**config.mk**
```make
export PLATFORM = sky130hd
export DESIGN_NAME = present_block_cipher_top
export DESIGN_NICKNAME = d
export VERILOG_FILES = /design/src/rtl/core/present_pkg.sv /design/src/rtl/core/present_block_cipher_top.sv
export SDC_FILE = /design/constraint.sdc
export NUM_CORES = 2
export LEC_CHECK = 0
export BUFFER_PORTS_ARGS = -buffer_cell sky130_fd_sc_hd__buf_2
export CAP_MARGIN = 0
export CELL_PAD_IN_SITES_DETAIL_PLACEMENT = 0
export CELL_PAD_IN_SITES_GLOBAL_PLACEMENT = 1
export CORE_MARGIN = 4
export CORE_UTILIZATION = 60
export CTS_BUF_LIST = sky130_fd_sc_hd__clkbuf_4
export CTS_CLUSTER_SIZE = 25
export DETAILED_ROUTE_END_ITERATION = 8
export HOLD_SLACK_MARGIN = 0.02
export PLACE_DENSITY_LB_ADDON = 0.08
export SLEW_MARGIN = 30
export SYNTH_ARGS = -nofsm -noshare
export SYNTH_HDL_FRONTEND = slang
export SYNTH_SLANG_ARGS = --single-unit
export TNS_END_PERCENT = 30
```
**constraint.sdc**
```tcl
create_clock -name clock -period 27.2 [get_ports clock]
set_clock_uncertainty 0.2 [all_clocks]
set_input_delay 4.08 -clock clock [delete_from_list [all_inputs] [get_ports clock]]
set_output_delay 4.08 -clock clock [all_outputs]
set_load 0.03 [all_outputs]
```
**src/rtl/core/present_pkg.sv**
```systemverilog
// ----------------------------------------------------------------------------
// PRESENT cipher package
// Shared types, constants and round functions for the PRESENT 64-bit cipher.
// ----------------------------------------------------------------------------
package present_pkg;

   // Round key store geometry.
   localparam int KEY_DEPTH = 32;
   localparam int KEY_IDX_W = 5;

   // Configuration register indexes.
   localparam logic [1:0] CSR_KEY_LO  = 2'd0;
   localparam logic [1:0] CSR_KEY_HI  = 2'd1;
   localparam logic [1:0] CSR_KEY_LEN = 2'd2;

   // Sequencer states.
   typedef enum logic [2:0] {
      ST_IDLE,
      ST_KEYGEN,
      ST_PREP,
      ST_ROUND,
      ST_FINAL
   } state_type;

   // Working key register of the key schedule (low half holds 16 bits for 80-bit keys).
   typedef struct packed {
      logic [63:0] hi;
      logic [63:0] lo;
   } key_reg_type;

   // Control outputs of the sequencer.
   typedef struct packed {
      logic busy;
      logic key_write;
      logic round_en;
      logic out_load;
   } ctrl_type;

   localparam logic [3:0] SBOX_FWD [16] = '{
      4'hc, 4'h5, 4'h6, 4'hb, 4'h9, 4'h0, 4'ha, 4'hd,
      4'h3, 4'he, 4'hf, 4'h8, 4'h4, 4'h7, 4'h1, 4'h2
   };

   localparam logic [3:0] SBOX_INV [16] = '{
      4'h5, 4'he, 4'hf, 4'h8, 4'hc, 4'h1, 4'h2, 4'hd,
      4'hb, 4'h4, 4'h6, 4'h3, 4'h0, 4'h7, 4'h9, 4'ha
   };

   // Forward S-box layer over all sixteen nibbles.
   function automatic logic [63:0] sub_fwd(input logic [63:0] s);
      logic [63:0] o;
      o = '0;
      for (int n = 0; n < 16; n++) begin
         o[4*n +: 4] = SBOX_FWD[s[4*n +: 4]];
      end
      return o;
   endfunction

   // Inverse S-box layer over all sixteen nibbles.
   function automatic logic [63:0] sub_inv(input logic [63:0] s);
      logic [63:0] o;
      o = '0;
      for (int n = 0; n < 16; n++) begin
         o[4*n +: 4] = SBOX_INV[s[4*n +: 4]];
      end
      return o;
   endfunction

   // Bit permutation: bit b moves to 16*b mod 63, which is {b[1:0], b[5:2]}.
   function automatic logic [63:0] perm_fwd(input logic [63:0] s);
      logic [63:0] o;
      logic [5:0]  b;
      o = '0;
      for (int i = 0; i < 64; i++) begin
         b = 6'(i);
         o[{b[1:0], b[5:2]}] = s[i];
      end
      return o;
   endfunction

   // Inverse bit permutation.
   function automatic logic [63:0] perm_inv(input logic [63:0] s);
      logic [63:0] o;
      logic [5:0]  b;
      o = '0;
      for (int i = 0; i < 64; i++) begin
         b = 6'(i);
         o[i] = s[{b[1:0], b[5:2]}];
      end
      return o;
   endfunction

   // One encryption round with its round key.
   function automatic logic [63:0] round_enc(input logic [63:0] s, input logic [63:0] k);
      return perm_fwd(sub_fwd(s ^ k));
   endfunction

   // One decryption round with its round key.
   function automatic logic [63:0] round_dec(input logic [63:0] s, input logic [63:0] k);
      return sub_inv(perm_inv(s ^ k));
   endfunction

   // One step of the 80-bit key schedule for round counter r.
   function automatic key_reg_type key_step80(input key_reg_type k,
                                              input logic [KEY_IDX_W-1:0] r);
      key_reg_type n;
      n.hi = {k.hi[2:0], k.lo[15:0], k.hi[63:19]};
      n.lo = {48'd0, k.hi[18:3]};
      n.hi[63:60] = SBOX_FWD[n.hi[63:60]];
      n.lo[15] = n.lo[15] ^ r[0];
      n.hi[3:0] = n.hi[3:0] ^ r[4:1];
      return n;
   endfunction

   // One step of the 128-bit key schedule for round counter r.
   function automatic key_reg_type key_step128(input key_reg_type k,
                                               input logic [KEY_IDX_W-1:0] r);
      key_reg_type n;
      n.hi = {k.hi[2:0], k.lo[63:3]};
      n.lo = {k.lo[2:0], k.hi[63:3]};
      n.hi[63:60] = SBOX_FWD[n.hi[63:60]];
      n.hi[59:56] = SBOX_FWD[n.hi[59:56]];
      n.hi[2:0] = n.hi[2:0] ^ r[4:2];
      n.lo[63:62] = n.lo[63:62] ^ r[1:0];
      return n;
   endfunction

endpackage

```
**src/rtl/core/present_block_cipher_top.sv**
```systemverilog
// An accepted item passes the prep, round and final states when the round keys are
// current; the key schedule state runs first after reset or any configuration write. The
// block takes no new item until the last one has left the final state. The single shared round
// unit runs one round per cycle from the registered round key memory.
// Reset is synchronous and active high; it clears the sequencer, the key registers and
// marks the round keys stale. The round key memory is not cleared.
// ----------------------------------------------------------------------------
// PRESENT block cipher top level
// Iterative PRESENT-64 core with 80/128-bit key schedule and a 32-entry round key memory.
// ----------------------------------------------------------------------------
module present_block_cipher_top
   import present_pkg::*;
#(
   parameter int ROUND_COUNT = 31
) (
   input  logic        clock,
   input  logic        reset,
   // Input item channel
   input  logic        req_valid,
   output logic        req_stall,
   input  logic        req_op,
   input  logic [63:0] req_block_in,
   // Result item channel
   output logic        rsp_valid,
   input  logic        rsp_stall,
   output logic [63:0] rsp_block_out,
   // Configuration write port
   input  logic        csr_write_en,
   input  logic [1:0]  csr_index,
   input  logic [63:0] csr_wdata
);

   localparam logic [KEY_IDX_W-1:0] RndLast = KEY_IDX_W'(ROUND_COUNT);
   localparam logic [KEY_IDX_W-1:0] RndPrev = KEY_IDX_W'(ROUND_COUNT - 1);

   state_type            state_ff, state_in;
   ctrl_type             ctrl;
   logic [63:0]          cfg_key_lo_ff, cfg_key_hi_ff;
   logic                 cfg_key_len_ff;
   logic                 keys_ready_ff;
   logic                 op_ff;
   logic [KEY_IDX_W-1:0] cnt_ff, cnt_in;
   key_reg_type          kreg_ff, kreg_in;
   logic [63:0]          data_ff, data_in;
   logic [63:0]          key_mem [KEY_DEPTH];
   logic [63:0]          rd_data_ff;
   logic [KEY_IDX_W-1:0] rd_addr;
   logic [KEY_IDX_W-1:0] cnt_next;
   logic                 rsp_valid_ff;
   logic [63:0]          rsp_block_out_ff;
   logic                 accept;
   logic                 out_free;

   assign accept   = req_valid && !req_stall;
   assign out_free = !rsp_valid_ff || !rsp_stall;
   assign cnt_next = cnt_ff + KEY_IDX_W'(1);

   // Next state of the sequencer.
   always_comb begin
      state_in = state_ff;
      unique case (state_ff)
         ST_IDLE: begin
            if (req_valid) begin
               state_in = keys_ready_ff ? ST_PREP : ST_KEYGEN;
            end
         end
         ST_KEYGEN: begin
            if (cnt_ff == RndLast) begin
               state_in = ST_PREP;
            end
         end
         ST_PREP: begin
            state_in = ST_ROUND;
         end
         ST_ROUND: begin
            if (cnt_ff == RndPrev) begin
               state_in = ST_FINAL;
            end
         end
         ST_FINAL: begin
            if (out_free) begin
               state_in = ST_IDLE;
            end
         end
         default: state_in = ST_IDLE;
      endcase
   end

   // Sequencer control outputs.
   always_comb begin
      ctrl = '0;
      unique case (state_ff)
         ST_IDLE:   ctrl.busy = 1'b0;
         ST_KEYGEN: begin
            ctrl.busy      = 1'b1;
            ctrl.key_write = 1'b1;
         end
         ST_PREP:   ctrl.busy = 1'b1;
         ST_ROUND: begin
            ctrl.busy     = 1'b1;
            ctrl.round_en = 1'b1;
         end
         ST_FINAL: begin
            ctrl.busy     = 1'b1;
            ctrl.out_load = out_free;
         end
         default:   ctrl.busy = 1'b1;
      endcase
   end

   assign req_stall = ctrl.busy;

   // Round key address: rounds walk up for encryption and down for decryption.
   always_comb begin
      logic [KEY_IDX_W-1:0] step;
      step    = ctrl.round_en ? cnt_next : cnt_ff;
      rd_addr = op_ff ? (RndLast - step) : step;
   end

   // Counter, key schedule register and cipher state.
   always_comb begin
      cnt_in  = cnt_ff;
      kreg_in = kreg_ff;
      data_in = data_ff;
      if (accept) begin
         cnt_in  = '0;
         data_in = req_block_in;
         if (cfg_key_len_ff) begin
            kreg_in.hi = cfg_key_hi_ff;
            kreg_in.lo = cfg_key_lo_ff;
         end else begin
            kreg_in.hi = {cfg_key_hi_ff[15:0], cfg_key_lo_ff[63:16]};
            kreg_in.lo = {48'd0, cfg_key_lo_ff[15:0]};
         end
      end else if (ctrl.key_write) begin
         cnt_in  = (cnt_ff == RndLast) ? '0 : cnt_next;
         kreg_in = cfg_key_len_ff ? key_step128(kreg_ff, cnt_next)
                                  : key_step80(kreg_ff, cnt_next);
      end else if (ctrl.round_en) begin
         cnt_in  = cnt_next;
         data_in = op_ff ? round_dec(data_ff, rd_data_ff) : round_enc(data_ff, rd_data_ff);
      end
   end

   // Control registers.
   always_ff @(posedge clock) begin
      if (reset) begin
         state_ff       <= ST_IDLE;
         cnt_ff         <= '0;
         keys_ready_ff  <= 1'b0;
         cfg_key_lo_ff  <= '0;
         cfg_key_hi_ff  <= '0;
         cfg_key_len_ff <= 1'b0;
         rsp_valid_ff   <= 1'b0;
      end else begin
         state_ff <= state_in;
         cnt_ff   <= cnt_in;
         if (ctrl.key_write && (cnt_ff == RndLast)) begin
            keys_ready_ff <= 1'b1;
         end
         if (csr_write_en) begin
            unique case (csr_index)
               CSR_KEY_LO: begin
                  cfg_key_lo_ff <= csr_wdata;
                  keys_ready_ff <= 1'b0;
               end
               CSR_KEY_HI: begin
                  cfg_key_hi_ff <= csr_wdata;
                  keys_ready_ff <= 1'b0;
               end
               CSR_KEY_LEN: begin
                  cfg_key_len_ff <= csr_wdata[0];
                  keys_ready_ff  <= 1'b0;
               end
               default: ;
            endcase
         end
         if (ctrl.out_load) begin
            rsp_valid_ff <= 1'b1;
         end else if (!rsp_stall) begin
            rsp_valid_ff <= 1'b0;
         end
      end
   end

   // Payload registers.
   always_ff @(posedge clock) begin
      kreg_ff <= kreg_in;
      data_ff <= data_in;
      if (accept) begin
         op_ff <= req_op;
      end
      if (ctrl.out_load) begin
         rsp_block_out_ff <= data_ff ^ rd_data_ff;
      end
   end

   // Round key memory: one write port for the schedule, one registered read port.
   always_ff @(posedge clock) begin
      if (ctrl.key_write) begin
         key_mem[cnt_ff] <= kreg_ff.hi;
      end
      rd_data_ff <= key_mem[rd_addr];
   end

   assign rsp_valid     = rsp_valid_ff;
   assign rsp_block_out = rsp_block_out_ff;

endmodule

```
==> summary.txt <==
Synth
  • Area leader, netlist: edfxtp_1
  • Leading post-synthesis cells by cell area: edfxtp_1, mux4_2, dfxtp_1, nand2_1, ha_1
  • Synthesized area: 103000 sq um
  • Syn. warnings: 0
  • Synth async-reset ratio: 0%
  • Flops & latches, synth: 2508
  • Cells after Synth: 6523
  • Share of the synthesized area in the top cell type: 67.2%
  • Syn Nets: 6855
  • Most used DFF post-synth: edfxtp_1
  • Mapped Avg Cell Area: 15.8 sq um
  • Number of synthesized flops with an enable pin: 2305
  • Distinct cells, synth: 70
  • Register area share after synthesis: 71.2%

Global routing
  • Congestion Overflow GR: 0
  • Largest net degree at the start of global routing: 138
  • Initial antenna violation count: 24
  • First-pass GRT wire length: 445 mm
  • Vias in the first global route: 63200
  • Total track usage: 34.9%

Die
  • Chip height: 422 microns
  • CORE AREA: 170000 sq um
  • Starting Density: 60.5%
  • Die Footprint: 178000 sq um
  • Io pins: 202
  • Row count: 151
  • Overall die width: 422 microns

Clocking
  • Clk Latency, worst-skew pair: 1.45 ns
  • H-tree lvl count: 6
  • Hold buffer count at CTS: 0
  • Max Root-Sink Buffers: 4
  • Clock sink count: 2508
  • Clk pin slew, worst setup/hold paths: 0.07 ns
  • Clock root buffer: clkbuf_4
  • CTS tree: built
  • CTS resizes: 0
  • TritonCTS buffer count: 638
  • Postcts setup bufs: 0

Detailed routing
  • 1st-iter DRT viols: 9543
  • 1st-pass router iterations: 7
  • Post-DRT Antenna Nets: 0
  • WL final: 313 mm
  • Wirelength per Cell: 31.6 microns
  • DR vias/cell: 6.57
  • Via Count: 65100
  • DRC: 0

STA
  • Final setup fails: 0
  • Final worst path period need: 7.18 ns
  • Rel. slew slack: 27.0%
  • FMAX: 139 MHz
  • RSZ-0062 raised after global routing: false
  • Hold Slack: 0.255 ns
  • Final-report max-slew violation count: 0
  • Final TNS setup: 0 ns
  • Period utilization: 26.4%
  • Actual slew at the worst max-slew pin: 1.09 ns
  • Setup ws final: 20.02 ns
  • Final hold vios: 0

Placed design
  • Placed Instances: 8767
  • IO Port Bufs: 201
  • Place WS: 20.40 ns
  • Final Wtd Congestion: 0.871
  • Post-placement cell area: 108000 sq um
  • Detailed placer's ending HPWL: 182 mm

Worst hold path
  • HP Start: cfg_key_hi_ff[28]
  • Hold Path Stages: 2
  • Hold worst-path end: cfg_key_hi_ff[28]
  • Worst Hold Class: flip-flop to flip-flop

Worst setup path
  • Reg-to-reg startpoint: cnt_ff[0]
  • Setup crit start kind: flip-flop
  • Required time worst endpoint: 22.92 ns
  • Max Fanout on Critical Path: 10
  • Critical path capture point type: primary output
  • CP arrival: 2.90 ns
  • Worst-case reg-to-reg path depth: 12
  • RR Endpoint: rd_data_ff[30]
  • Kind of critical path: flip-flop to primary output
  • R2R Setup Slk: 20.30 ns

Outcome
  • Outcome: finished clean

Cells and area
  • Post-route insts no fill: 9905
  • Share of layout cells above drive strength 1: 25.1%
  • Synthesis-to-finish area growth: 12.7%
  • Number of fill cells: 11800
  • Final core occ: 68.3%
  • Nets@finish: 7529
  • Post-route design area: 116000 sq um

Power and ir drop
  • Leak: 40.0 nW
  • Pwr per Cell Area: 84.6 nW/um^2
  • Total power: 9.82 mW
  • Peak supply drop: 58.4 uV

Run
  • Max Cap Viol: 0
[state kept, by name (all words and copies together) (netlist names)]
name and count:
rsp_valid 1, cfg_key_len_ff 1, state_ff 3, cnt_ff 5, data_ff 64, rd_data_ff 64, op_ff 1, kreg_ff 128
rsp_block_out 64, key_mem 2048, cfg_key_hi_ff 64, cfg_key_lo_ff 64, keys_ready_ff 1
[critical path, stage by stage, from the launching register on]
cell and delay (ns):
dfxtp_1 0.45, nor3_1 0.74, inv_1 0.08, buf_2 0.21
[cells in the mapped netlist (27+ instances only)]
cell type,instances
o21ai_1,44
mux2_2,28
nand2_1,860
xnor2_1,54
nor2_1,210
buf_2,95
a21boi_0,47
a21o_1,36
o21ai_0,194
dfxtp_1,203
a31oi_1,45
mux2i_1,188
inv_1,73
edfxtp_1,2305
a211oi_1,61
mux4_2,337
o211ai_1,92
ha_1,196
buf_1,27
a22oi_1,61
xor2_1,63
clkbuf_1,256
o22ai_1,44
a221o_1,28
nand3_1,166
a21oi_1,342
nor3_1,40
and3_1,51
a221oi_1,104
[how the worst max path moves through the flow]
stage / from / end
2_1_floorplan: req_valid / kreg_ff[0]
3_3_place_gp: req_valid / kreg_ff[69]
3_5_place_dp: cnt_ff[0] / rd_data_ff[30]
4_1_cts: state_ff[2] / req_stall
5_1_grt: state_ff[2] / req_stall
6_report: state_ff[2] / req_stall
[area by class of cell]
cell class                      instances  area [sq um]  share of cell area, %
Sequential cell                      2508         73300                   63.1
Multi-Input combinational cell       3519         28100                   24.2
Clock buffer                          971          7290                   6.28
Timing Repair Buffer                  446          3450                   2.97
Tap cell                             2218          2780                   2.39
Clock inverter                        149           828                  0.714
Inverter                               84           318                  0.274
Antenna cell                           10          25.0                 0.0216
[cell families (layout without fill, tap and decap cells)]
| logic type | after synthesis | after routing | synth area share (%) |
|---|---|---|---|
| multiplexers | 553 | 553 | 9.51 |
| other | 0 | 10 | 0 |
| AO/OA/AOI/OAI | 1254 | 1254 | 8.13 |
| AND/OR/NAND/NOR | 1397 | 1397 | 5.68 |
| XOR/XNOR | 119 | 119 | 1.04 |
| buffers and inverters | 496 | 1650 | 2.08 |
| flip-flops | 2508 | 2508 | 71.2 |
| adder cells (fa/ha/maj) | 196 | 196 | 2.38 |
[power breakdown]
part / internal [mW] / switching (mW) / total (mW)
Clock: 1.71 / 1.50 / 3.21
Combinational: 0.686 / 1.28 / 1.96
Sequential: 4.50 / 0.142 / 4.64
Total: 6.90 / 2.92 / 9.82
[metal layers]
metal / global-route usage (%) / share of wire (%) / wire length [microns]
met1: 48.1 / 37 / 114000
met2: 52.8 / 46 / 143000
met4: 15.7 / 4.7 / 14600
met3: 9.30 / 13 / 40700
met5: 0 / 0.018 / 57
[cells in the final DEF, fill, tap and decap left out, types with 42 or more instances in the layout]
cell type / n
ha_1: 196
edfxtp_1: 2305
nor2_4: 42
o22ai_1: 44
o21ai_1: 44
and3_1: 51
buf_2: 200
a221oi_1: 104
nand3_1: 164
o211ai_1: 92
xor2_1: 49
inv_1: 73
a22oi_1: 61
nor2_1: 165
mux2i_1: 188
a211oi_1: 61
a21oi_1: 341
o21ai_0: 193
buf_4: 179
a21boi_0: 47
a31oi_1: 45
nand2_1: 856
dfxtp_1: 202
clkinv_1: 121
xnor2_1: 49
clkbuf_4: 971
mux4_2: 337
Note: power is estimated with default switching activity, not from simulation.
